<file path="src/hw/rtl/tkl_pkg.sv">
// Shared types and constants for the top-k largest-degree tracker.
// No dependencies; every other file of the block imports this package.
`default_nettype none

package tkl_pkg;

    localparam int ID_W         = 10;
    localparam int DEG_W        = 16;
    localparam int CNT_W        = 5;
    localparam int MAX_KEPT_DEF = 16;
    localparam int NODE_COUNT   = 1024;

    // APB register map: one register, byte address 0
    localparam int  APB_ADDR_W     = 3;
    localparam int  APB_DATA_W     = 32;
    localparam logic REG_COUNT_KEPT = 1'b0;

    // One kept slot
    typedef struct packed {
        logic             filled;
        logic [ID_W-1:0]  id;
        logic [DEG_W-1:0] degree;
    } entry_t;

    // Offer broadcast to every cell of the chain
    typedef struct packed {
        logic             ins;
        logic             clear;
        logic [ID_W-1:0]  id;
        logic [DEG_W-1:0] degree;
    } offer_t;

endpackage

`default_nettype wire

</file>
<file path="src/hw/rtl/tkl_in_if.sv">
// Input channel of the tracker: valid/ready plus one offered node per beat.
// Depends on tkl_pkg.
`default_nettype none

interface tkl_in_if;
    import tkl_pkg::*;

    logic             valid;
    logic             ready;
    logic [ID_W-1:0]  node_id;
    logic [DEG_W-1:0] degree;
    logic             last_item;

    modport source (output valid, output node_id, output degree, output last_item,
                    input ready);
    modport sink   (input valid, input node_id, input degree, input last_item,
                    output ready);
endinterface

`default_nettype wire

</file>
<file path="src/hw/rtl/tkl_out_if.sv">
// Output channel of the tracker: valid/ready plus one ranked slot per beat.
// Depends on tkl_pkg.
`default_nettype none

interface tkl_out_if;
    import tkl_pkg::*;

    logic             valid;
    logic             ready;
    logic [ID_W-1:0]  ranked_id;
    logic [DEG_W-1:0] ranked_degree;
    logic             slot_empty;
    logic             last_result;

    modport source (output valid, output ranked_id, output ranked_degree,
                    output slot_empty, output last_result, input ready);
    modport sink   (input valid, input ranked_id, input ranked_degree,
                    input slot_empty, input last_result, output ready);
endinterface

`default_nettype wire

</file>
<file path="src/hw/rtl/top_k_largest_degree_tracker_top.sv">
// Top level of the top-k largest-degree tracker: insertion chain, readout chain, APB register.
// Depends on tkl_pkg, tkl_in_if, tkl_out_if, tkl_cell, tkl_drain_cell.
//
//  port      | dir  | beat carries
//  ----------+------+--------------------------------------------------
//  in_ch     | sink | node_id, degree, last_item
//  out_ch    | src  | ranked_id, ranked_degree, slot_empty, last_result
//  APB       | slv  | count_kept at byte address 0
//
// Cycles: one input beat per cycle unless a last_item beat stalls; each beat with node_id below
//   NODE_COUNT is compared against all kept slots in parallel and inserted in the same cycle.
// A last_item beat snapshots the list into the readout chain, which drains
//   min(count_kept, MAX_KEPT) beats (one per cycle while out_ch.ready is high),
//   rank 0 first, and clears the main list.
// Reset clears the list, the readout chain and count_kept at once.
// Non-last beats are taken while the readout drains; a last_item beat stalls
//   until the readout chain is empty or hands over its final beat.
`default_nettype none

module top_k_largest_degree_tracker_top #(
    parameter int MAX_KEPT = tkl_pkg::MAX_KEPT_DEF
) (
    input  wire logic                            clk,
    input  wire logic                            rst_n,
    tkl_in_if.sink                               in_ch,
    tkl_out_if.source                            out_ch,
    input  wire logic                            psel,
    input  wire logic                            penable,
    input  wire logic                            pwrite,
    input  wire logic [tkl_pkg::APB_ADDR_W-1:0]  paddr,
    input  wire logic [tkl_pkg::APB_DATA_W-1:0]  pwdata,
    output logic      [tkl_pkg::APB_DATA_W-1:0]  prdata,
    output logic                                 pready
);
    import tkl_pkg::*;

    // Wide enough for MAX_KEPT itself and for the raw register value
    localparam int KW = ($clog2(MAX_KEPT + 1) > CNT_W) ? $clog2(MAX_KEPT + 1) : CNT_W;

    // ---------------------------------------------------------------
    // Configuration register
    // ---------------------------------------------------------------
    logic [CNT_W-1:0] count_kept_reg;
    logic [CNT_W-1:0] count_kept_next;
    logic             reg_sel;
    logic             cfg_write;

    assign pready    = 1'b1;
    assign reg_sel   = paddr[APB_ADDR_W-1];
    assign cfg_write = psel && penable && pwrite && pready;

    always_comb
    begin
        count_kept_next = count_kept_reg;
        if (cfg_write && (reg_sel == REG_COUNT_KEPT))
        begin
            count_kept_next = pwdata[CNT_W-1:0];
        end
    end

    always_comb
    begin
        prdata = '0;
        if (reg_sel == REG_COUNT_KEPT)
        begin
            prdata = APB_DATA_W'(count_kept_reg);
        end
    end

    always_ff @(posedge clk or negedge rst_n)
    begin
        if (!rst_n)
        begin
            count_kept_reg <= '0;
        end
        else
        begin
            count_kept_reg <= count_kept_next;
        end
    end

    // Clamp the count to the chain length
    logic [KW-1:0] active_k;
    assign active_k = (KW'(count_kept_reg) > KW'(MAX_KEPT)) ? KW'(MAX_KEPT)
                                                            : KW'(count_kept_reg);

    // ---------------------------------------------------------------
    // Handshake control
    // ---------------------------------------------------------------
    logic [KW-1:0] remain_reg;
    logic [KW-1:0] remain_next;
    logic          in_fire;
    logic          out_fire;
    logic          drain_free;
    logic          load;
    logic          id_in_range;

    assign out_fire   = out_ch.valid && out_ch.ready;
    // Readout chain can take a snapshot this cycle
    assign drain_free = (remain_reg == '0) || ((remain_reg == KW'(1)) && out_fire);
    assign in_ch.ready = !in_ch.last_item || drain_free;
    assign in_fire    = in_ch.valid && in_ch.ready;
    assign load       = in_fire && in_ch.last_item;

    assign id_in_range = (17'(in_ch.node_id) < 17'(NODE_COUNT));

    always_comb
    begin
        priority if (load)
        begin
            remain_next = active_k;
        end
        else if (out_fire)
        begin
            remain_next = remain_reg - KW'(1);
        end
        else
        begin
            remain_next = remain_reg;
        end
    end

    always_ff @(posedge clk or negedge rst_n)
    begin
        if (!rst_n)
        begin
            remain_reg <= '0;
        end
        else
        begin
            remain_reg <= remain_next;
        end
    end

    // ---------------------------------------------------------------
    // Insertion chain: broadcast the offer, ripple the "found" flag
    // ---------------------------------------------------------------
    offer_t         offer;
    entry_t         cell_entry [MAX_KEPT];
    entry_t         cell_ins   [MAX_KEPT];
    entry_t         drain_entry[MAX_KEPT];
    logic [MAX_KEPT:0] found;

    assign offer.ins    = in_fire && id_in_range;
    assign offer.clear  = load;
    assign offer.id     = in_ch.node_id;
    assign offer.degree = in_ch.degree;
    assign found[0]     = 1'b0;

    for (genvar i = 0; i < MAX_KEPT; i++)
    begin : g_chain
        entry_t up_entry;
        entry_t down_entry;

        if (i == 0)
        begin : g_head
            assign up_entry = '0;
        end
        else
        begin : g_body
            assign up_entry = cell_entry[i-1];
        end

        if (i == MAX_KEPT - 1)
        begin : g_tail
            assign down_entry = '0;
        end
        else
        begin : g_mid
            assign down_entry = drain_entry[i+1];
        end

        tkl_cell #(
            .IDX (i),
            .KW  (KW)
        ) u_cell (
            .clk       (clk),
            .rst_n     (rst_n),
            .offer     (offer),
            .active_k  (active_k),
            .up_entry  (up_entry),
            .found_in  (found[i]),
            .found_out (found[i+1]),
            .entry     (cell_entry[i]),
            .entry_ins (cell_ins[i])
        );

        // Snapshot after insertion, drain toward rank 0
        tkl_drain_cell u_drain (
            .clk        (clk),
            .rst_n      (rst_n),
            .load       (load),
            .shift      (out_fire),
            .load_entry (cell_ins[i]),
            .down_entry (down_entry),
            .entry      (drain_entry[i])
        );
    end

    // ---------------------------------------------------------------
    // Output beat straight from the head of the readout chain
    // ---------------------------------------------------------------
    assign out_ch.valid         = (remain_reg != '0);
    assign out_ch.ranked_id     = drain_entry[0].filled ? drain_entry[0].id : '0;
    assign out_ch.ranked_degree = drain_entry[0].filled ? drain_entry[0].degree : '0;
    assign out_ch.slot_empty    = !drain_entry[0].filled;
    assign out_ch.last_result   = (remain_reg == KW'(1));

    // ---------------------------------------------------------------
    // Assertions
    // ---------------------------------------------------------------
    a_readout_starts: assert property (@(posedge clk) disable iff (!rst_n)
        (load && (active_k != '0)) |=> out_ch.valid)
        else $error("readout did not start after a last item");

    a_cleared: assert property (@(posedge clk) disable iff (!rst_n)
        load |=> !cell_entry[0].filled)
        else $error("list not cleared after a last item");

    for (genvar j = 0; j + 1 < MAX_KEPT; j++)
    begin : g_sorted
        a_sorted: assert property (@(posedge clk) disable iff (!rst_n)
            cell_entry[j].degree >= cell_entry[j+1].degree)
            else $error("kept list out of order");
    end

endmodule

`default_nettype wire

</file>
<file path="src/hw/rtl/tkl_cell.sv">
// One rank slot of the sorted insertion chain.
// Depends on tkl_pkg (entry_t, offer_t).
`default_nettype none

module tkl_cell #(
    parameter int IDX = 0,
    parameter int KW  = 5
) (
    input  wire logic            clk,
    input  wire logic            rst_n,
    input  wire tkl_pkg::offer_t offer,
    input  wire logic [KW-1:0]   active_k,
    input  wire tkl_pkg::entry_t up_entry,
    input  wire logic            found_in,
    output logic                 found_out,
    output tkl_pkg::entry_t      entry,
    output tkl_pkg::entry_t      entry_ins
);
    import tkl_pkg::*;

    entry_t entry_reg;
    entry_t entry_next;
    logic   active;
    logic   hit;

    assign active    = KW'(IDX) < active_k;
    assign hit       = offer.ins && active && (offer.degree > entry_reg.degree);
    assign found_out = found_in || hit;

    // Shift down behind the insertion point, take the new node at it, else hold; a clear empties the slot
    always_comb
    begin
        entry_ins = entry_reg;
        if (offer.ins && active && found_in)
        begin
            entry_ins = up_entry;
        end
        else if (hit)
        begin
            entry_ins.filled = 1'b1;
            entry_ins.id     = offer.id;
            entry_ins.degree = offer.degree;
        end
        entry_next = offer.clear ? '0 : entry_ins;
    end

    always_ff @(posedge clk or negedge rst_n)
    begin
        if (!rst_n)
        begin
            entry_reg <= '0;
        end
        else
        begin
            entry_reg <= entry_next;
        end
    end

    assign entry = entry_reg;

endmodule

`default_nettype wire

</file>
<file path="src/hw/rtl/tkl_drain_cell.sv">
// One slot of the readout chain: loads a snapshot, then shifts toward rank 0.
// Depends on tkl_pkg (entry_t).
`default_nettype none

module tkl_drain_cell (
    input  wire logic            clk,
    input  wire logic            rst_n,
    input  wire logic            load,
    input  wire logic            shift,
    input  wire tkl_pkg::entry_t load_entry,
    input  wire tkl_pkg::entry_t down_entry,
    output tkl_pkg::entry_t      entry
);
    import tkl_pkg::*;

    entry_t entry_reg;
    entry_t entry_next;

    always_comb
    begin
        priority if (load)
        begin
            entry_next = load_entry;
        end
        else if (shift)
        begin
            entry_next = down_entry;
        end
        else
        begin
            entry_next = entry_reg;
        end
    end

    always_ff @(posedge clk or negedge rst_n)
    begin
        if (!rst_n)
        begin
            entry_reg <= '0;
        end
        else
        begin
            entry_reg <= entry_next;
        end
    end

    assign entry = entry_reg;

endmodule

`default_nettype wire
</file>
<file path="src/flat_wrapper.sv">
// flat-port wrapper written by rule: the top's interface ports become plain ports
module top_k_largest_degree_tracker_top_flat import tkl_pkg::*;
#(
    parameter int MAX_KEPT = tkl_pkg::MAX_KEPT_DEF
)
  (clk, rst_n, psel, penable, pwrite, paddr, pwdata, prdata, pready, in_ch_valid, in_ch_node_id, in_ch_degree, in_ch_last_item, in_ch_ready, out_ch_valid, out_ch_ranked_id, out_ch_ranked_degree, out_ch_slot_empty, out_ch_last_result, out_ch_ready);
  tkl_in_if in_ch_i ();
  tkl_out_if out_ch_i ();
  input  wire logic clk;
  input  wire logic rst_n;
  input  wire logic psel;
  input  wire logic penable;
  input  wire logic pwrite;
  input  wire logic [tkl_pkg::APB_ADDR_W-1:0] paddr;
  input  wire logic [tkl_pkg::APB_DATA_W-1:0] pwdata;
  output logic      [tkl_pkg::APB_DATA_W-1:0] prdata;
  output logic pready;
  input wire logic [$bits(in_ch_i.valid)-1:0] in_ch_valid;
  input wire logic [$bits(in_ch_i.node_id)-1:0] in_ch_node_id;
  input wire logic [$bits(in_ch_i.degree)-1:0] in_ch_degree;
  input wire logic [$bits(in_ch_i.last_item)-1:0] in_ch_last_item;
  output wire logic [$bits(in_ch_i.ready)-1:0] in_ch_ready;
  output wire logic [$bits(out_ch_i.valid)-1:0] out_ch_valid;
  output wire logic [$bits(out_ch_i.ranked_id)-1:0] out_ch_ranked_id;
  output wire logic [$bits(out_ch_i.ranked_degree)-1:0] out_ch_ranked_degree;
  output wire logic [$bits(out_ch_i.slot_empty)-1:0] out_ch_slot_empty;
  output wire logic [$bits(out_ch_i.last_result)-1:0] out_ch_last_result;
  input wire logic [$bits(out_ch_i.ready)-1:0] out_ch_ready;
  assign in_ch_i.valid = in_ch_valid;
  assign in_ch_i.node_id = in_ch_node_id;
  assign in_ch_i.degree = in_ch_degree;
  assign in_ch_i.last_item = in_ch_last_item;
  assign in_ch_ready = in_ch_i.ready;
  assign out_ch_valid = out_ch_i.valid;
  assign out_ch_ranked_id = out_ch_i.ranked_id;
  assign out_ch_ranked_degree = out_ch_i.ranked_degree;
  assign out_ch_slot_empty = out_ch_i.slot_empty;
  assign out_ch_last_result = out_ch_i.last_result;
  assign out_ch_i.ready = out_ch_ready;
  top_k_largest_degree_tracker_top #(.MAX_KEPT(MAX_KEPT)) u_core (.clk(clk), .rst_n(rst_n), .in_ch(in_ch_i), .out_ch(out_ch_i), .psel(psel), .penable(penable), .pwrite(pwrite), .paddr(paddr), .pwdata(pwdata), .prdata(prdata), .pready(pready));
endmodule
</file>
<file path="config.mk">
export PLATFORM = sky130hd
export DESIGN_NAME = top_k_largest_degree_tracker_top_flat
export DESIGN_NICKNAME = d
export VERILOG_FILES = /design/src/hw/rtl/tkl_pkg.sv /design/src/hw/rtl/tkl_in_if.sv /design/src/hw/rtl/tkl_out_if.sv /design/src/hw/rtl/top_k_largest_degree_tracker_top.sv /design/src/hw/rtl/tkl_cell.sv /design/src/hw/rtl/tkl_drain_cell.sv /design/src/flat_wrapper.sv
export SDC_FILE = /design/constraint.sdc
export NUM_CORES = 2
export LEC_CHECK = 0
export BUFFER_PORTS_ARGS = -buffer_cell sky130_fd_sc_hd__clkbuf_2
export CORE_ASPECT_RATIO = 0.6
export CORE_MARGIN = 2
export CORE_UTILIZATION = 51
export DETAILED_ROUTE_END_ITERATION = 8
export GPL_TIMING_DRIVEN = 0
export PLACE_DENSITY_LB_ADDON = 0.1
export SLEW_MARGIN = 20
export SYNTH_ARGS = -nofsm -noshare
export SYNTH_HDL_FRONTEND = slang
export SYNTH_SLANG_ARGS = --single-unit
</file>
<file path="constraint.sdc">
create_clock -name clk -period 9.2 [get_ports clk]
set_input_delay 0.92 -clock clk [delete_from_list [all_inputs] [get_ports clk]]
set_output_delay 0.92 -clock clk [all_outputs]
set_load 0.03 [all_outputs]
</file>
# After elaboration in Yosys (flattened, before gate mapping)
# Index checks and enable logic that the tools add are counted.
totals:
  regBits: 874
  in_bits: 69
  output_inout_bits: 63
  wordCells: 294
classes:
  add_sub_neg: 1
  n_lt_le_gt_ge: 33
  n_eq_ne: 1
  mux: 85
  bitwise_logic: 1
  n_reduce_logical: 75
ops:
  columns: ["cell", "n"]
  rows:
  - ["27-bit two-way mux", 79]
  - ["16-bit > comparator", 16]
  - ["1-bit logical AND", 54]
  - ["4-bit by 5-bit less-than comparator with 1-bit output (first input constant)", 8]
  - ["3-bit by 5-bit less-than comparator with 1-bit output (first input constant)", 4]
  - ["5-bit two-way mux", 4]
  - ["1-bit logical OR", 16]
  - ["16-bit two-way mux", 1]
  - ["1-bit by 5-bit less-than comparator with 1-bit output (first input constant)", 2]
  - ["2-bit by 5-bit less-than comparator with 1-bit output (first input constant)", 2]
  - ["10-bit two-way mux", 1]
  - ["5-bit by 1-bit equality test with 1-bit output (second input constant)", 1]
  - ["5-bit > comparator (second input constant)", 1]
  - ["5-bit zero test", 1]
  - ["5-bit nonzero test", 1]
  - ["5-bit by 1-bit subtractor with 5-bit output (second input constant)", 1]
  - ["1-bit zero test", 2]
  - ["2-bit nonzero test", 1]
  - ["1-bit NOT", 1]

# Longest topological paths before layout
depth:
  ltp_word: 25
  depth_mapped: 15
  mapped_depth_nobuf: 11

# Modules after synthesis
# A second synthesis with hierarchy kept.
hier_totals:
  cells_unflattened: 5567
  hier_area_um2: 53119.7
modules_own_cells:
  columns: ["module", "n_inst", "cells_per_inst", "area_each_um2", "seq_area_each_um2"]
  rows:
  - ["tkl_drain_cell", 16, 117, 1265.0, 675.6]
  - ["tkl_cell (u_core.g_chain[13].u_cell ...)", 3, 209, 1911.8, 675.6]
  - ["tkl_cell (u_core.g_chain[11].u_cell ...)", 2, 209, 1909.3, 675.6]
  - ["tkl_cell (u_core.g_chain[15].u_cell)", 1, 303, 2456.1, 675.6]
  - ["tkl_cell (u_core.g_chain[7].u_cell)", 1, 304, 2451.1, 675.6]
  - ["tkl_cell (u_core.g_chain[9].u_cell)", 1, 238, 2042.0, 675.6]
  - ["tkl_cell (u_core.g_chain[0].u_cell)", 1, 210, 1938.1, 675.6]
  - ["tkl_cell (u_core.g_chain[4].u_cell)", 1, 209, 1916.8, 675.6]
  - ["tkl_cell (u_core.g_chain[12].u_cell)", 1, 210, 1915.6, 675.6]
  - ["tkl_cell (u_core.g_chain[8].u_cell)", 1, 213, 1915.6, 675.6]
  - ["tkl_cell (u_core.g_chain[2].u_cell)", 1, 210, 1914.3, 675.6]
  - ["tkl_cell (u_core.g_chain[5].u_cell)", 1, 209, 1910.6, 675.6]
  - ["tkl_cell (u_core.g_chain[3].u_cell)", 1, 208, 1909.3, 675.6]
  - ["tkl_cell (u_core.g_chain[10].u_cell)", 1, 210, 1908.1, 675.6]
  - ["top_k_largest_degree_tracker_top", 1, 126, 1048.5, 250.2]

# Worst setup path after synthesis
# No wires, ideal clock.
synth_path:
  path_kind: "input to register"
  from: "input in_ch_degree[0]"
  to: "register u_core.g_chain[10].u_drain.entry_reg, in the netlist u_core.g_chain[10].u_drain.entry[10]"
  setup_ns: 0.137
  t_arrival_ns: 3.693
  required_time_ns: 9.063
  path_slack_ns: 5.370
  cell_stages: 15
  n_path_buf: 4
  cell_sequence: "inv_1 > ha_1 > nor2b_1 > o211ai_1 > a2111oi_0 > o31a_1 > clkbuf_1 > a21oi_2 > and3_1 > buf_4 > a211oi_1 > buf_4 > buf_6 > mux2i_1 > a21oi_1"
synth_via:
  elab_chain_len: 14
  word_cells_on_any_way: 35
  classes_between: "11 x order compare; 3 x mux; 21 x reduce/logical"
synth_lines:
  columns: ["item", "line", "text"]
  rows:
  - ["from (decl)", "flat_wrapper.sv:20", "input wire logic [$bits(in_ch_i.degree)-1:0] in_ch_degree;"]
  - ["16-bit > comparator", "tkl_cell.sv:27", "assign hit = offer.ins && active && (offer.degree > entry_reg.degree);"]
  - ["1-bit logical AND", "tkl_cell.sv:27", null]
  - ["1-bit logical OR (9 in series)", "tkl_cell.sv:28", "assign found_out = found_in || hit;"]
  - ["1-bit logical AND", "tkl_cell.sv:34", "if (offer.ins && active && found_in)"]
  - ["27-bit two-way mux *", "tkl_cell.sv:34", null]
  - ["27-bit two-way mux *", "tkl_drain_cell.sv:21", "priority if (load)"]
  - ["to (signal assigned)", "tkl_drain_cell.sv:43", "entry_reg <= entry_next;"]
  - ["to (decl)", "tkl_drain_cell.sv:16", "entry_t entry_reg;"]
# Mark *: on every way between the ends. The rest lies on a longest branch, timed or not.
# A chain may end at the register's enable or synchronous reset.

# Final worst setup path
layout_path:
  from: "register u_core.remain_reg[0]"
  to: "register u_core.g_chain[9].u_drain.entry_reg, in the netlist u_core.g_chain[9].u_drain.entry[15]"
layout_via:
  elab_chain_len: 19
  word_cells_on_any_way: 42
  classes_between: "1 x eq/ne; 3 x mux; 38 x reduce/logical"
layout_lines:
  columns: ["item", "line", "text"]
  rows:
  - ["from (decl)", "top_k_largest_degree_tracker_top.sv:90", "logic [KW-1:0] remain_reg;"]
  - ["from (signal assigned)", "top_k_largest_degree_tracker_top.sv:131", "remain_reg <= remain_next;"]
  - ["5-bit nonzero test", "top_k_largest_degree_tracker_top.sv:203", "assign out_ch.valid = (remain_reg != '0);"]
  - ["1-bit logical AND", "top_k_largest_degree_tracker_top.sv:98", "assign out_fire = out_ch.valid && out_ch.ready;"]
  - ["1-bit logical AND", "top_k_largest_degree_tracker_top.sv:100", "assign drain_free = (remain_reg == '0) || ((remain_reg == KW'(1)) && out_fire);"]
  - ["1-bit logical OR", "top_k_largest_degree_tracker_top.sv:100", null]
  - ["1-bit logical OR", "top_k_largest_degree_tracker_top.sv:101", "assign in_ch.ready = !in_ch.last_item || drain_free;"]
  - ["1-bit logical AND", "top_k_largest_degree_tracker_top.sv:102", "assign in_fire = in_ch.valid && in_ch.ready;"]
  - ["1-bit logical AND (on tied branches)", null, null]
  - ["1-bit logical AND", "tkl_cell.sv:27", null]
  - ["1-bit logical OR (8 in series)", "tkl_cell.sv:28", null]
  - ["1-bit logical AND", "tkl_cell.sv:34", null]
  - ["27-bit two-way mux", "tkl_cell.sv:34", null]
  - ["27-bit two-way mux", "tkl_drain_cell.sv:21", null]
  - ["to (signal assigned)", "tkl_drain_cell.sv:43", null]
  - ["to (decl)", "tkl_drain_cell.sv:16", null]
# Several ways; a longest one is shown, not always the timed one.

==> impl_metrics.env <==
export IMPL_insertion_delay_ns=0.71
export IMPL_worst_slack_ns=3.12
export IMPL_rows=87
export IMPL_end_kind="flop"
export IMPL_die_area_um2=97900
export IMPL_cp_max_fo=10
export IMPL_die_x_um=403
export IMPL_worst_setup_path_start_kind="flop"
export IMPL_ys_ff_latch=874
export IMPL_critPathKind="reg -> reg"
export IMPL_clk_pin_slew_ns=0.07
export IMPL_final_cell_mix="968 x nand2_1, 874 x dfrtp_1, 717 x nor2_1"
export IMPL_hold_viol=0
export IMPL_synth_edf_count=0
export IMPL_vdd_drop_max_mv=0.178
export IMPL_area_delta_synth_final_pct=11.8
export IMPL_slowest_stage="a41oi_1"
export IMPL_grt_pass1_vias=41175
export IMPL_hold_slack_ns=0.203
export IMPL_tns_ns=0
export IMPL_grt_use_total=0.400
export IMPL_gp_congestion=0.968
export IMPL_cts_max_level=3
export IMPL_powerDensity_nw_per_um2=332
export IMPL_cts_root_buffer="clkbuf_16"
export IMPL_cts_tree="built"
export IMPL_drt_iter0_markers=6781
export IMPL_reg2reg_setup_slack_ns=3.12
export IMPL_dp_slack_ns=2.78
export IMPL_final_common_cell="nand2_1"
export IMPL_avgSynthCellArea_um2=8.60
export IMPL_fin_nets=6194
export IMPL_antenna_found_initial=8
export IMPL_start_util=0.516
export IMPL_cts_buffers=85
export IMPL_wl_per_cell_um=27.6
export IMPL_slew_headroom=0.131
export IMPL_design_area_um2=54300
export IMPL_clock_sinks=874
export IMPL_clock_skew_ns=0.0323
export IMPL_port_buffers=74
export IMPL_maxSlewViolCount=0
export IMPL_worstSetupStartpoint="u_core.remain_reg[0]"
export IMPL_yosysSeqAreaShare=0.450
export IMPL_post_cts_buffers=0
export IMPL_worst_slew_pin_slew_ns=1.30
export IMPL_r2r_end="u_core.g_chain[9].u_drain.entry[15]"
export IMPL_post_route_min_period_ns=6.08
export IMPL_worstPathCellList="inv_1, ha_1, a21o_1, o211ai_1, buf_2, a21oi_1, o311ai_2, a41oi_1, clkbuf_1, nor2_1, a21oi_1, a21oi_1"
export IMPL_rsz0062_at_grt="false"
export IMPL_finalSetupViolCount=0
export IMPL_fmax_mhz=165
export IMPL_synth_ff_type="dfrtp_1"
export IMPL_clockBufferDepth=3
export IMPL_ctsHoldBuffers=0
export IMPL_fin_crit_sh=0.660
export IMPL_drive_gt1_frac=0.0702
export IMPL_netlist_instances=5654
export IMPL_crit_end="u_core.g_chain[9].u_drain.entry[15]"
export IMPL_dp_hpwl_mm=148
export IMPL_viasPerCell=6.25
export IMPL_pin_count=132
export IMPL_synth_cell_type_count=70
export IMPL_cp_slowest_stage_delay_ns=1.05
export IMPL_drc=0
export IMPL_vias=44833
export IMPL_place_area_um2=51400
export IMPL_drtPass1Iterations=9
export IMPL_die_height_um=243
export IMPL_postCtsResizedCells=0
export IMPL_hp_class="in -> async"
export IMPL_run_status="complete, no violations"
export IMPL_rr_startpoint="u_core.remain_reg[0]"
export IMPL_required_ns=9.75
export IMPL_grt_ovfl_total=0
export IMPL_drv_cap=0
export IMPL_ant_nets=0
export IMPL_wl_mm=198
export IMPL_leakage_nw=26.4
export IMPL_crit_top_cell="a21oi_1"
export IMPL_rr_worst_depth=12
export IMPL_arrival_ns=6.62
export IMPL_grt_max_degree=92
export IMPL_async_flop_share=1.00
export IMPL_coreArea_um2=94200
export IMPL_yosysWarningCount=0
export IMPL_netlist_area_um2=48600
export IMPL_grt_pass1_wl_mm=286
[metrics by stage]
step	power (W)	util	std cells
floorplan	0.0112	-	5680
global placement	0.0137	0.538	7000
detailed placement	0.0138	0.546	7025
CTS	0.0177	0.577	7172
global route	0.0191	0.577	7176
finish	0.0181	0.577	7179
[cells in the mapped netlist (3+ instances only)]
library cell,instances,area (um2)
o21ai_0,179,896
o22ai_1,5,31.3
o21ai_1,6,30.0
buf_2,16,80.1
clkbuf_1,360,1350
nand2b_1,7,43.8
and2_1,57,357
nor3_1,14,70.1
nor2b_1,13,81.3
nand2_1,968,3630
a22oi_1,27,203
buf_4,34,255
inv_1,266,998
a21oi_1,711,3560
a211o_1,10,87.6
o211ai_1,38,285
a21o_1,22,165
buf_6,8,90.1
a211oi_1,46,345
nand4_1,43,269
and4_1,7,61.3
dfrtp_1,874,21900
a21boi_0,3,22.5
or2_2,3,18.8
mux2_2,88,991
nor4_1,11,68.8
and3_1,385,2410
mux2i_1,328,3280
a31oi_1,34,213
nand3_1,28,140
nor2_1,717,2690
a2111oi_0,6,52.6
or3_1,5,31.3
o2111ai_1,3,26.3
ha_1,259,3240
buf_1,9,33.8
o21bai_1,4,30.0
o31ai_1,4,30.0
o21a_1,10,75.1
a221o_1,4,40.0
[worst max-delay path: cells and delay by family, from the launching register on]
family	cells	cell delay, ns
fa+ha+maj	1	0.17
flops	1	0.42
compound gates	7	3.98
buf+inv	3	1.20
simple gates	1	0.11
[layer usage]
layer | GRT usage | wire length (um) | vias to the layer above
met5 | 0.0132 | 149 | -
met2 | 0.465 | 68600 | 3016
met4 | 0.120 | 6560 | 6
li1 | - | - | 19559
met1 | 0.633 | 89700 | 21944
met3 | 0.178 | 32900 | 308
[layout make-up]
class | instances | area (um2)
multi-input combinational | 4113 | 24100
sequential | 874 | 21900
clock inverter | 22 | 392
tap | 1246 | 1560
buffer | 427 | 1840
fill | 8630 | 39800
timing repair buffer | 99 | 1090
inverter | 266 | 998
antenna | 7 | 17.5
clock buffer | 125 | 2530
[cell families (layout without fill, tap and decap cells)]
logic type,Yosys count,count (layout),synth area share
other,2,35,0.000155
AO/OA/AOI/OAI,1140,1140,0.132
AND/OR/NAND/NOR,2266,2266,0.205
XOR/XNOR,4,4,0.000721
flip-flops,874,874,0.450
adder cells (fa/ha/maj),259,259,0.0667
multiplexers,416,416,0.0879
buffers and inverters,693,939,0.0578
[worst min-delay path by stage]
stage	depth (start not counted)	end	start	slack (ns)
after CTS	1	u_core.g_chain[0].u_drain.entry[11]	rst_n	0.23
after floorplan	2	u_core.g_chain[0].u_cell.entry[26]	u_core.g_chain[0].u_cell.entry[26]	0.47
after global routing	1	u_core.g_chain[0].u_drain.entry[11]	rst_n	0.25
after detailed placement	2	u_core.g_chain[0].u_cell.entry[26]	u_core.g_chain[0].u_cell.entry[26]	0.51
final	1	u_core.g_chain[0].u_drain.entry[11]	rst_n	0.20
after global placement	2	u_core.g_chain[15].u_drain.entry[3]	u_core.g_chain[15].u_drain.entry[3]	0.50
[report_power, final]
part	total [W]	internal, W	switching, W
sequential	0.00705	0.00550	0.00155
combinational	0.00717	0.00273	0.00444
clock	0.00384	0.00218	0.00165
total	0.0181	0.0104	0.00764
Note: power is estimated with default switching activity, not from simulation.
